[config.mk]
export PLATFORM = sky130hd
export DESIGN_NAME = sine_voice_with_release
export DESIGN_NICKNAME = d
export VERILOG_FILES = /design/src/hw/rtl/svr_pkg.sv /design/src/hw/rtl/sine_voice_with_release.sv
export SDC_FILE = /design/constraint.sdc
export NUM_CORES = 2
export LEC_CHECK = 0
export ABC_CLOCK_PERIOD_IN_PS = 13900
export BUFFER_PORTS_ARGS = -buffer_cell sky130_fd_sc_hd__buf_4
export CAP_MARGIN = 20
export CORE_AREA = 2 2 268 270
export DETAILED_ROUTE_END_ITERATION = 10
export DIE_AREA = 0 0 270 272
export PLACE_DENSITY = 0.81
export SYNTH_ARGS = -nofsm -noshare
export SYNTH_HDL_FRONTEND = slang
export SYNTH_SLANG_ARGS = --single-unit
[constraint.sdc]
create_clock -name aclk -period 13.9 [get_ports aclk]
set_input_delay 4.17 -clock aclk [delete_from_list [all_inputs] [get_ports aclk]]
set_output_delay 4.17 -clock aclk [all_outputs]
set_load 0.05 [all_outputs]
[src/hw/rtl/svr_pkg.sv]
package svr_pkg;

    // sizing
    localparam int SINE_TABLE_DEPTH = 1024;
    localparam int PHASE_BITS       = 32;
    localparam int SAMPLE_BITS      = 16;

    localparam int SINE_LG   = $clog2(SINE_TABLE_DEPTH);
    localparam int QUAD_BITS = SINE_LG - 2;
    localparam int QUAD_SIZE = 1 << QUAD_BITS;
    localparam int MAG_W     = 15;

    localparam int A4_W     = 31;
    localparam int A4_RESET = 39370534;
    localparam int AMP_W    = 16;
    localparam int GAIN_W   = 17;
    localparam int NOTE_W   = 7;
    localparam int VEL_W    = 7;
    localparam int OCT_W    = 4;
    localparam int SEMI_W   = 4;
    localparam int RATIO_W  = 17;

    // shared multiplier
    localparam int MUL_A_W = 31;
    localparam int MUL_B_W = 24;
    localparam int PROD_W  = MUL_A_W + MUL_B_W;

    // pitch
    localparam int OCTAVE           = 12;
    localparam int NOTE_OFFSET      = 3;
    localparam int PITCH_SHIFT_BASE = 22;
    localparam int PITCH_PROD_W     = A4_W + RATIO_W;
    localparam int SHIFT_W          = 5;

    // amplitude: round(vel * 0.15 * 65536 / 127)
    localparam int AMP_NUM  = 98304;
    localparam int AMP_BIAS = 635;
    localparam int AMP_DEN  = 1270;

    // release decay: g = (g * 99 + 50) / 100, divide by reciprocal
    localparam int GAIN_ONE   = 65536;
    localparam int GAIN_STOP  = 327;
    localparam int DECAY_NUM  = 99;
    localparam int DECAY_BIAS = 50;
    localparam int DIV_SHIFT  = 30;
    localparam int DIV_MUL    = 10737419;

    // output rounding
    localparam int SAMPLE_PROD_W = 48;
    localparam int SAMPLE_SHIFT  = SAMPLE_PROD_W - SAMPLE_BITS;

    // quarter-wave polynomial in q30
    localparam logic [63:0] K1 = 64'd1686629713;
    localparam logic [63:0] K3 = 64'd693598668;
    localparam logic [63:0] K5 = 64'd85569306;
    localparam logic [63:0] K7 = 64'd5026995;
    localparam logic [63:0] K9 = 64'd172272;

    typedef enum logic [1:0] {
        FUNC_NOTE_ON       = 2'd0,
        FUNC_RELEASE_OFF   = 2'd1,
        FUNC_IMMEDIATE_OFF = 2'd2,
        FUNC_TICK          = 2'd3
    } func_t;

    typedef struct packed {
        func_t              func;
        logic [NOTE_W-1:0]  note;
        logic [VEL_W-1:0]   velocity;
    } in_item_t;

    typedef struct packed {
        logic signed [SAMPLE_BITS-1:0] sample;
        logic                          voice_active;
    } out_item_t;

    typedef logic [MAG_W-1:0]   mag_t;
    typedef mag_t               sine_rom_t [QUAD_SIZE];
    typedef logic [AMP_W-1:0]   amp_rom_t  [1 << VEL_W];
    typedef logic [OCT_W-1:0]   oct_rom_t  [1 << NOTE_W];
    typedef logic [SEMI_W-1:0]  semi_rom_t [1 << NOTE_W];

    localparam logic [RATIO_W-1:0] RATIO_ROM [OCTAVE] = '{
        17'd65536, 17'd69433, 17'd73562, 17'd77936, 17'd82570, 17'd87480,
        17'd92682, 17'd98193, 17'd104032, 17'd110218, 17'd116772, 17'd123715
    };

    // magnitude of sin(pi/2 * xn / QUAD_SIZE) in q0.15, clipped
    function automatic mag_t sine_mag_calc(input int xn);
        logic [63:0] u;
        logic [63:0] s;
        logic [63:0] p;
        logic [63:0] y;
        logic [63:0] m;
        u = 64'(xn) << (30 - QUAD_BITS);
        s = (u * u) >> 30;
        p = K9;
        p = K7 - ((s * p) >> 30);
        p = K5 - ((s * p) >> 30);
        p = K3 - ((s * p) >> 30);
        p = K1 - ((s * p) >> 30);
        y = (u * p) >> 30;
        m = (y + 64'd16384) >> 15;
        if (m > 64'd32767) begin
            m = 64'd32767;
        end
        return m[MAG_W-1:0];
    endfunction

    function automatic sine_rom_t sine_rom_init();
        sine_rom_t r;
        for (int i = 0; i < QUAD_SIZE; i++) begin
            r[i] = sine_mag_calc(i);
        end
        return r;
    endfunction

    function automatic amp_rom_t amp_rom_init();
        amp_rom_t r;
        for (int v = 0; v < (1 << VEL_W); v++) begin
            r[v] = AMP_W'((v * AMP_NUM + AMP_BIAS) / AMP_DEN);
        end
        return r;
    endfunction

    function automatic oct_rom_t oct_rom_init();
        oct_rom_t r;
        for (int n = 0; n < (1 << NOTE_W); n++) begin
            r[n] = OCT_W'((n + NOTE_OFFSET) / OCTAVE);
        end
        return r;
    endfunction

    function automatic semi_rom_t semi_rom_init();
        semi_rom_t r;
        for (int n = 0; n < (1 << NOTE_W); n++) begin
            r[n] = SEMI_W'((n + NOTE_OFFSET) % OCTAVE);
        end
        return r;
    endfunction

    localparam sine_rom_t SINE_ROM  = sine_rom_init();
    localparam mag_t      SINE_PEAK = sine_mag_calc(QUAD_SIZE);
    localparam amp_rom_t  AMP_ROM   = amp_rom_init();
    localparam oct_rom_t  OCT_ROM   = oct_rom_init();
    localparam semi_rom_t SEMI_ROM  = semi_rom_init();

endpackage

[src/hw/rtl/sine_voice_with_release.sv]
// sine voice with exponential release, one event per request, one shared multiplier
// note on: pitch multiply, pitch set, no result; release and immediate off act in idle
// tick: sine, gain and sample passes through the single 31x24 multiplier, then decay
// multiply and decay set while a release runs, then finish; an idle voice goes to finish
// one event at a time; finish holds while the previous result still waits for m_ready
// reset: aresetn synchronous active low; voice idle, gain and amplitude zero, a4 step 39370534
module sine_voice_with_release (
    input  logic                                 aclk,
    input  logic                                 aresetn,
    // event requests
    input  logic                                 s_valid,
    output logic                                 s_ready,
    input  svr_pkg::in_item_t                    s_item,
    // sample results
    output logic                                 m_valid,
    input  logic                                 m_ready,
    output svr_pkg::out_item_t                   m_item,
    // a4 phase step register
    input  logic                                 cfg_valid,
    output logic                                 cfg_ready,
    input  logic [svr_pkg::A4_W-1:0]             cfg_data
);

    // sequencer, one-hot
    typedef enum logic [8:0] {
        ST_IDLE      = 9'b000000001,
        ST_PITCH_MUL = 9'b000000010,  // a4 * ratio
        ST_PITCH_SET = 9'b000000100,  // round and shift into phase step
        ST_SINE_MUL  = 9'b000001000,  // |sine| * amplitude
        ST_GAIN_MUL  = 9'b000010000,  // * release gain
        ST_SAMPLE    = 9'b000100000,  // round sample, advance phase, gain * 99
        ST_DECAY_MUL = 9'b001000000,  // (gain * 99 + 50) * reciprocal of 100
        ST_DECAY_SET = 9'b010000000,  // new gain, stop check
        ST_FINISH    = 9'b100000000   // park result in output register
    } state_t;

    state_t state_reg;
    state_t state_next;

    logic [svr_pkg::A4_W-1:0]        a4_reg;
    logic [svr_pkg::PHASE_BITS-1:0]  phase_reg;
    logic [svr_pkg::PHASE_BITS-1:0]  step_reg;
    logic [svr_pkg::AMP_W-1:0]       amp_reg;
    logic [svr_pkg::GAIN_W-1:0]      gain_reg;
    logic [svr_pkg::NOTE_W-1:0]      note_reg;
    logic                            neg_reg;
    logic [svr_pkg::SAMPLE_BITS-1:0] sample_reg;
    logic [svr_pkg::PROD_W-1:0]      prod_reg;
    logic [svr_pkg::PROD_W-1:0]      prod_next;
    logic                            m_valid_reg;
    svr_pkg::out_item_t              out_item_reg;

    logic                            s_fire;
    logic                            out_load;

    // shared multiplier operands
    logic [svr_pkg::MUL_A_W-1:0]     mul_a;
    logic [svr_pkg::MUL_B_W-1:0]     mul_b;

    // sine lookup from the top phase bits, quarter-wave folded
    logic [svr_pkg::SINE_LG-1:0]     sine_idx;
    logic [1:0]                      quad;
    logic [svr_pkg::QUAD_BITS-1:0]   quad_pos;
    logic [svr_pkg::QUAD_BITS-1:0]   fold_pos;
    logic                            at_peak;
    svr_pkg::mag_t                   sine_mag;

    // pitch rounding shift
    logic [svr_pkg::SHIFT_W-1:0]        pitch_sh;
    logic [svr_pkg::PITCH_PROD_W:0]     pitch_rnd;
    logic [svr_pkg::PITCH_PROD_W:0]     pitch_full;

    // sample rounding
    logic [svr_pkg::SAMPLE_PROD_W:0]    smp_rnd;
    logic [svr_pkg::SAMPLE_BITS-1:0]    smp_mag;

    // decay
    logic [svr_pkg::GAIN_W-1:0]      gain_eff;
    logic [svr_pkg::MUL_B_W-1:0]     decay_x;
    logic [svr_pkg::GAIN_W-1:0]      gain_new;

    assign cfg_ready = 1'b1;
    assign s_ready   = (state_reg == ST_IDLE);
    assign s_fire    = s_valid && s_ready;
    assign m_valid   = m_valid_reg;
    assign m_item    = out_item_reg;

    // result register frees up as soon as the current one is taken
    assign out_load  = (state_reg == ST_FINISH) && (!m_valid_reg || m_ready);

    assign sine_idx = phase_reg[svr_pkg::PHASE_BITS-1 -: svr_pkg::SINE_LG];
    assign quad     = sine_idx[svr_pkg::SINE_LG-1 -: 2];
    assign quad_pos = sine_idx[svr_pkg::QUAD_BITS-1:0];
    // falling quarters mirror; position zero there is the crest itself
    assign fold_pos = quad[0] ? (svr_pkg::QUAD_BITS)'(0) - quad_pos : quad_pos;
    assign at_peak  = quad[0] && (quad_pos == '0);
    assign sine_mag = at_peak ? svr_pkg::SINE_PEAK : svr_pkg::SINE_ROM[fold_pos];

    assign gain_eff = (gain_reg != '0) ? gain_reg : svr_pkg::GAIN_W'(svr_pkg::GAIN_ONE);
    assign decay_x  = prod_reg[svr_pkg::MUL_B_W-1:0] + svr_pkg::MUL_B_W'(svr_pkg::DECAY_BIAS);
    assign gain_new = prod_reg[svr_pkg::DIV_SHIFT +: svr_pkg::GAIN_W];

    // step = (a4 * ratio + half) >> (22 - octave)
    assign pitch_sh   = svr_pkg::SHIFT_W'(svr_pkg::PITCH_SHIFT_BASE)
                      - svr_pkg::SHIFT_W'(svr_pkg::OCT_ROM[note_reg]);
    assign pitch_rnd  = {1'b0, prod_reg[svr_pkg::PITCH_PROD_W-1:0]}
                      + ((svr_pkg::PITCH_PROD_W+1)'(1) << (pitch_sh - 1'b1));
    assign pitch_full = pitch_rnd >> pitch_sh;

    // sample magnitude = (m + half) >> k, never overflows the sample width
    assign smp_rnd = {1'b0, prod_reg[svr_pkg::SAMPLE_PROD_W-1:0]}
                   + ((svr_pkg::SAMPLE_PROD_W+1)'(1) << (svr_pkg::SAMPLE_SHIFT - 1));
    assign smp_mag = smp_rnd[svr_pkg::SAMPLE_SHIFT +: svr_pkg::SAMPLE_BITS];

    // operand select for the one multiplier
    always_comb begin
        mul_a = '0;
        mul_b = '0;
        case (state_reg)
            ST_PITCH_MUL: begin
                mul_a = a4_reg;
                mul_b = svr_pkg::MUL_B_W'(svr_pkg::RATIO_ROM[svr_pkg::SEMI_ROM[note_reg]]);
            end
            ST_SINE_MUL: begin
                mul_a = svr_pkg::MUL_A_W'(sine_mag);
                mul_b = svr_pkg::MUL_B_W'(amp_reg);
            end
            ST_GAIN_MUL: begin
                mul_a = prod_reg[svr_pkg::MUL_A_W-1:0];
                mul_b = svr_pkg::MUL_B_W'(gain_eff);
            end
            ST_SAMPLE: begin
                mul_a = svr_pkg::MUL_A_W'(gain_reg);
                mul_b = svr_pkg::MUL_B_W'(svr_pkg::DECAY_NUM);
            end
            ST_DECAY_MUL: begin
                mul_a = svr_pkg::MUL_A_W'(svr_pkg::DIV_MUL);
                mul_b = decay_x;
            end
            default: begin
                mul_a = '0;
                mul_b = '0;
            end
        endcase
    end

    assign prod_next = {{(svr_pkg::PROD_W-svr_pkg::MUL_A_W){1'b0}}, mul_a}
                     * {{(svr_pkg::PROD_W-svr_pkg::MUL_B_W){1'b0}}, mul_b};

    always_comb begin
        state_next = state_reg;
        case (state_reg)
            ST_IDLE: begin
                if (s_fire) begin
                    case (s_item.func)
                        svr_pkg::FUNC_NOTE_ON: state_next = ST_PITCH_MUL;
                        svr_pkg::FUNC_TICK: begin
                            // idle voice skips straight to a zero result
                            state_next = (step_reg == '0) ? ST_FINISH : ST_SINE_MUL;
                        end
                        default: state_next = ST_IDLE;
                    endcase
                end
            end
            ST_PITCH_MUL: state_next = ST_PITCH_SET;
            ST_PITCH_SET: state_next = ST_IDLE;
            ST_SINE_MUL:  state_next = ST_GAIN_MUL;
            ST_GAIN_MUL:  state_next = ST_SAMPLE;
            ST_SAMPLE:    state_next = (gain_reg != '0) ? ST_DECAY_MUL : ST_FINISH;
            ST_DECAY_MUL: state_next = ST_DECAY_SET;
            ST_DECAY_SET: state_next = ST_FINISH;
            ST_FINISH: begin
                if (out_load) begin
                    state_next = ST_IDLE;
                end
            end
            default: state_next = ST_IDLE;
        endcase
    end

    // control and voice state
    always_ff @(posedge aclk) begin
        if (!aresetn) begin
            state_reg   <= ST_IDLE;
            a4_reg      <= svr_pkg::A4_W'(svr_pkg::A4_RESET);
            phase_reg   <= '0;
            step_reg    <= '0;
            amp_reg     <= '0;
            gain_reg    <= '0;
            m_valid_reg <= 1'b0;
        end else begin
            state_reg <= state_next;

            if (cfg_valid && cfg_ready) begin
                a4_reg <= cfg_data;
            end

            if (out_load) begin
                m_valid_reg <= 1'b1;
            end else if (m_ready) begin
                m_valid_reg <= 1'b0;
            end

            case (state_reg)
                ST_IDLE: begin
                    if (s_fire) begin
                        case (s_item.func)
                            svr_pkg::FUNC_NOTE_ON: begin
                                phase_reg <= '0;
                                gain_reg  <= '0;
                                amp_reg   <= svr_pkg::AMP_ROM[s_item.velocity];
                            end
                            svr_pkg::FUNC_RELEASE_OFF: begin
                                // a running decay is left alone
                                if (gain_reg == '0) begin
                                    gain_reg <= svr_pkg::GAIN_W'(svr_pkg::GAIN_ONE);
                                end
                            end
                            svr_pkg::FUNC_IMMEDIATE_OFF: begin
                                step_reg <= '0;
                                gain_reg <= '0;
                            end
                            default: begin
                                gain_reg <= gain_reg;
                            end
                        endcase
                    end
                end
                ST_PITCH_SET: begin
                    step_reg <= pitch_full[svr_pkg::PHASE_BITS-1:0];
                end
                ST_SAMPLE: begin
                    phase_reg <= phase_reg + step_reg;
                end
                ST_DECAY_SET: begin
                    // decay at or below the floor ends the note
                    if (gain_new <= svr_pkg::GAIN_W'(svr_pkg::GAIN_STOP)) begin
                        step_reg <= '0;
                        gain_reg <= '0;
                    end else begin
                        gain_reg <= gain_new;
                    end
                end
                default: begin
                    gain_reg <= gain_reg;
                end
            endcase
        end
    end

    // datapath, no reset needed
    always_ff @(posedge aclk) begin
        prod_reg <= prod_next;

        if (s_fire) begin
            note_reg <= s_item.note;
        end

        if (state_reg == ST_SINE_MUL) begin
            neg_reg <= quad[1];
        end

        if (s_fire && (s_item.func == svr_pkg::FUNC_TICK)) begin
            sample_reg <= '0;
        end else if (state_reg == ST_SAMPLE) begin
            sample_reg <= neg_reg ? ('0 - smp_mag) : smp_mag;
        end

        if (out_load) begin
            out_item_reg.sample       <= sample_reg;
            out_item_reg.voice_active <= (step_reg != '0);
        end
    end

endmodule

; Yosys cells after proc, flatten, opt, wreduce, memory -nomap -nowiden
; Memories as Yosys holds them, arrays and structs flattened. A register that Yosys moved wholly into a read port is not among the register bits.
; Cells that the tools add are included.
[totals]
romBits = 7184
inputBits = 52
memories = 5
register_bits = 211
wordCells = 112
[op_classes]
muxes = 34
bitwise_logic = 4
addsub = 8
eq_ne = 19
n_lt_le_gt_ge = 4
reduce_logical = 23
mul = 1
shifts = 2
[mem_list]
columns = name, depth, word_bits, read_ports, rd_ports_with_merged_regs, write_ports, line_no
row1 = (name not given), 256, 15, 1, 0, 0, sine_voice_with_release.sv:97  ; assign sine_mag = at_peak ? svr_pkg::SINE_PEAK : svr_pkg::SINE_ROM[fold_pos];
row2 = (name not given), 128, 16, 1, 1, 0, sine_voice_with_release.sv:211  ; amp_reg <= svr_pkg::AMP_ROM[s_item.velocity];
row3 = (name not given), 128, 4, 1, 0, 0, sine_voice_with_release.sv:122  ; mul_b = svr_pkg::MUL_B_W'(svr_pkg::RATIO_ROM[svr_pkg::SEMI_ROM[note_reg]]);
row4 = (name not given), 128, 4, 1, 0, 0, sine_voice_with_release.sv:105  ; - svr_pkg::SHIFT_W'(svr_pkg::OCT_ROM[note_reg]);
row5 = (name not given), 16, 17, 1, 0, 0, sine_voice_with_release.sv:122
[ops]
columns = cell, n
row1 = $mux 32, 5
row2 = $pmux 31 s5, 1
row3 = $pmux 24 s5, 1
row4 = $mux 17, 6
row5 = $pmux 32 s3, 1
row6 = $pmux 9 s8, 1
row7 = $pmux 17 s2, 2
row8 = $pmux 32 s2, 1
row9 = $add 48x49->49, 1
row10 = $shl 1x5->49 const A, 1
row11 = $shr 49x5->32, 1
row12 = $add 48x32->48 const B, 1
row13 = $mul 31x24->48, 1
row14 = $mux 15, 3
row15 = $mux 9, 4
row16 = $add 32x32->32, 1
row17 = $logic_not 32->1, 1
row18 = $reduce_bool 32->1, 1
row19 = $add 24x6->24 const B, 1
row20 = $pmux 9 s2, 1
row21 = $le 17x9->1 const B, 1
row22 = $logic_not 17->1, 1
row23 = $reduce_bool 17->1, 1
row24 = $mux 16, 1
row25 = other kinds (39), 56

; Depth between registers and ports, before layout
[depth]
word_depth = 10
depth_mapped = 46
ltp_nobuf = 42

; Worst setup path before layout
; No wires, ideal clock.
[synth_timing]
kind = flip-flop to flip-flop
start = register phase_reg[22] (netlist name)
end = register prod_reg[47] (netlist name)
path_stages_with_launch = 43
arrival_ns = 10.521
t_required_ns = 13.779
period_less_slack_ns = 10.642
path_slack_ns = 3.258
path_buffers = 6
path_cell_list = dfxtp_1 -> inv_1 -> clkbuf_1 -> ha_1 -> nand2b_1 -> xnor2_1 -> buf_2 -> buf_2 -> buf_2 -> buf_1 -> ha_1 -> nor2_1 -> mux4_2 -> mux4_2 -> mux2i_1 -> o21ai_0 -> nand3_1 -> buf_2 -> (+7 left out) -> fa_1 -> fa_1 -> fa_1 -> inv_1 -> fa_1 -> inv_1 -> ha_1 -> a21oi_1 -> o21ai_0 -> a31oi_1 -> o21bai_1 -> or3b_2 -> o21ai_0 -> a21oi_1 -> a311o_1 -> a21oi_1 -> o21ai_0 -> xnor2_1
[synth_via]
elab_chain_cells = 9
elab_cells_between_ends = 11
[synth_rtl]
columns = item, line_no
row1 = start: declaration, sine_voice_with_release.sv:41  ; logic [svr_pkg::PHASE_BITS-1:0] phase_reg;
row2 = start signal: assignment, sine_voice_with_release.sv:233  ; phase_reg <= phase_reg + step_reg;
row3 = $sub 1x8->8, sine_voice_with_release.sv:95  ; assign fold_pos = quad[0] ? (svr_pkg::QUAD_BITS)'(0) - quad_pos : quad_pos;
row4 = $mux 8, sine_voice_with_release.sv:95
row5 = $not 8->9 (implied by the code), sine_voice_with_release.sv:97
row6 = $mem_v2 256x15, --
row7 = $mux 15 (implied by the code) (2 in series), sine_voice_with_release.sv:97
row8 = $mux 15 *, sine_voice_with_release.sv:97
row9 = $pmux 31 s5 *, sine_voice_with_release.sv:119  ; case (state_reg)
row10 = $mul 31x24->48 *, sine_voice_with_release.sv:148  ; * {{(svr_pkg::PROD_W-svr_pkg::MUL_B_W){1'b0}}, mul_b};
row11 = "via prod_next, one bit", sine_voice_with_release.sv:49  ; logic [svr_pkg::PROD_W-1:0] prod_next;
row12 = end signal: assignment, sine_voice_with_release.sv:253  ; prod_reg <= prod_next;
row13 = end: declaration, sine_voice_with_release.sv:48  ; logic [svr_pkg::PROD_W-1:0] prod_reg;
; Mark *: on every way through the listed nets, which the timed path passes. The rest lies on a longest branch. The select of a mux whose other input is x is not followed.
; A chain may end at the register's enable or synchronous reset.

; Final worst setup path
; Ends and elaborated chain as after synthesis.

==> flow_metrics.py <==
metrics = {
    "outcome": {
        "outcome": "completed",
    },
    "routing": {
        "final_antenna_net_count": 0,
        "dr_wl_met2_um": 67400,
        "met1_length_um": 61500,
        "vias": 43400,
        "dr_wl_met3_um": 19700,
        "drcViolationCount": 0,
        "wl_per_cell_um": 24.0,
        "drt_pass1_iterations": 8,
        "first_iter_violations": 5668,
        "wirelength_um": 159000,
        "top_layer_used": "met5",
        "via_per_inst": 6.55,
    },
    "sta": {
        "setup_slack_ns": 1.60,
        "post-route-period-util_pct": 88.5,
        "tightest_slew_ns": 1.15,
        "final.min_clock_period_ns": 12.31,
        "rsz0062_at_grt": "false",
        "relSlewSlack_pct": 22.8,
        "hold_violations": 0,
        "setup_tns_ns": 0,
        "fmax_mhz": 81.3,
        "finalClockSkew_ns": 0.0205,
        "whs_ns": 0.432,
        "setup_viol": 0,
        "finalMaxSlewViolations": 0,
    },
    "worst_setup_path": {
        "endpoint_kind": "flip-flop",
        "slowest_delay_ns": 0.76,
        "crit_required_ns": 14.38,
        "worstPathMaxFanout": 19,
        "worst_path_max_delay_cell": "ha_1",
        "worstPathArrival_ns": 12.78,
        "cp-start-kind": "flip-flop",
        "crit_type": "flip-flop to flip-flop",
    },
    "synthesis": {
        "yosys_warnings": 0,
        "ys.flop_type": "dfxtp_1",
        "synthArstFlopShare_pct": 0,
        "syn_area_per_cell_sq_um": 7.93,
        "ys_seq_area_share_pct": 10.5,
        "synth_cell_types": 102,
        "synth_seq_cells": 225,
        "syn-instance-count": 5732,
        "synth-edff-count": 25,
        "synth_area_sq_mm": 0.0455,
    },
    "floorplanning": {
        "dieHeight_um": 272,
        "chipWidth_um": 270,
        "initial_core_util_pct": 64.3,
        "ios": 72,
        "core_sq_mm": 0.0708,
        "dieArea_sq_mm": 0.0734,
        "num_rows": 98,
    },
    "clock_network": {
        "cts_sinks": 225,
        "clk_pin_slew_ns": 0.06,
        "insertion_delay_ns": 0.61,
        "cts_tree": "built",
        "cts.htree.levels": 1,
        "cts_setup_buffers": 0,
        "cts_made_buffers": 30,
        "clockBufferDepth": 3,
        "cts_resized": 0,
        "cts_root_buf": "clkbuf_16",
        "holdBufCountCts": 0,
    },
    "run": {
        "maxCapViolCount": 0,
    },
    "place": {
        "dpl_cell_area_sq_mm": 0.0469,
        "place.detailed.hpwl_um": 122000,
        "dp_slack_ns": 1.94,
        "gp_congestion": 1.01,
        "dpl.cell_count": 6558,
        "io_buffers": 70,
    },
    "pwr": {
        "peakVddDrop_v": 0.000137,
        "switching_share_pct": 47.5,
        "power.total_mw": 3.91,
        "pwr-share-clk_pct": 22.4,
        "power.density_mw_per_mm2": 81.5,
        "cellLeakagePower_nw": 22.0,
        "p_int_mw": 2.05,
        "p_switching_mw": 1.86,
        "combPwrFrac_pct": 55.3,
        "seq_power_share_pct": 22.3,
    },
    "final_layout": {
        "utilization_pct": 67.9,
        "largest_reg_flops": 48,
        "fin_nets": 6583,
        "syn_to_final_growth_pct": 5.62,
        "final_common_cell": "nand2_1",
        "drive_gt1_share_pct": 6.21,
        "layout_common_cells": "829 x nand2_1, 822 x inv_1, 619 x fa_1",
        "design_area_sq_mm": 0.0480,
        "final_cells": 6620,
    },
    "global_route": {
        "grt_pass1_wl_um": 247000,
        "antenna_found_initial": 8,
        "grt_pass1_vias": 43000,
        "grt_max_degree": 95,
        "grt-ovfl-total": 0,
        "grt_use_total_pct": 43.1,
    },
    "worst_hold_path": {
        "min_path_type": "flip-flop to flip-flop",
    },
}
[final cells by class]
cell class / instances / area, sq um
Multi-Input combinational cell: 4397 / 36600
Clock inverter: 23 / 332
Timing Repair Buffer: 157 / 1200
Inverter: 831 / 3120
Fill cell: 5863 / 22700
Sequential cell: 225 / 4750
Tap cell: 950 / 1190
Antenna cell: 4 / 10.0
Clock buffer: 33 / 782
[routing by layer]
metal  vias to the layer above  GRT usage (%)
li1                      18900              -
met1                     21000           57.3
met2                      2853           64.3
met3                       565           11.8
met4                         8           23.4
met5                         -              0
[power groups by stage]
stage	logic, mW	clock network (mW)	registers [mW]
floorplan	1.58	0	0.757
global placement	2.05	0	0.869
detailed placement	2.08	0	0.869
CTS	2.10	0.879	0.856
global route	2.34	0.902	0.867
finish	2.16	0.878	0.871
[Yosys cell counts, types with 102 or more instances]
master	n	area share, %
mux2i_1	102	2.2
inv_1	824	6.8
nand2_1	831	6.9
ha_1	270	7.4
o21ai_0	243	2.7
dfxtp_1	200	8.8
and2_1	114	1.6
xnor2_1	109	2.1
nor2_1	350	2.9
fa_1	619	27
clkbuf_1	280	2.3
nand3_1	117	1.3
a21oi_1	317	3.5
[final timing paths]
path / from / end / slack (ns) / cells past startpoint
min: sample_reg[1]$_SDFFE_PP0P_ / m_item[2]$_DFFE_PP_ / 0.43 / 0
max reg2reg: phase_reg[22]$_SDFFE_PN0P_ / prod_reg[47]$_DFF_P_ / 1.60 / 42
max: phase_reg[22]$_SDFFE_PN0P_ / prod_reg[47]$_DFF_P_ / 1.60 / 42
min reg2reg: sample_reg[1]$_SDFFE_PP0P_ / m_item[2]$_DFFE_PP_ / 0.43 / 0
[cell families (layout without fill, tap and decap cells)]
| logic type | count (synthesis) | count (layout) | share of synthesized area [%] |
|---|---|---|---|
| AOI/OAI and AO/OA | 1282 | 1282 | 19.0 |
| xor gates and xnor gates | 179 | 179 | 3.48 |
| adders and majority gates | 891 | 891 | 34.7 |
| buffers and inverters | 1207 | 1044 | 10.2 |
| DFF | 225 | 225 | 10.5 |
| muxes | 154 | 154 | 4.27 |
| other | 2 | 103 | 0.0165 |
| and+or+nand+nor | 1792 | 1792 | 17.9 |
[critical path: cells and delay by family (launching register included)]
family,cells,cell delay (ns)
multiplexers,1,0.11
XOR/XNOR,1,0.16
flip-flops,1,0.31
adder cells (fa/ha/maj),11,5.41
AO/OA/AOI/OAI,15,3.02
AND/OR/NAND/NOR,5,1.61
buffers and inverters,9,1.53
(Power assumes the default switching activity.)
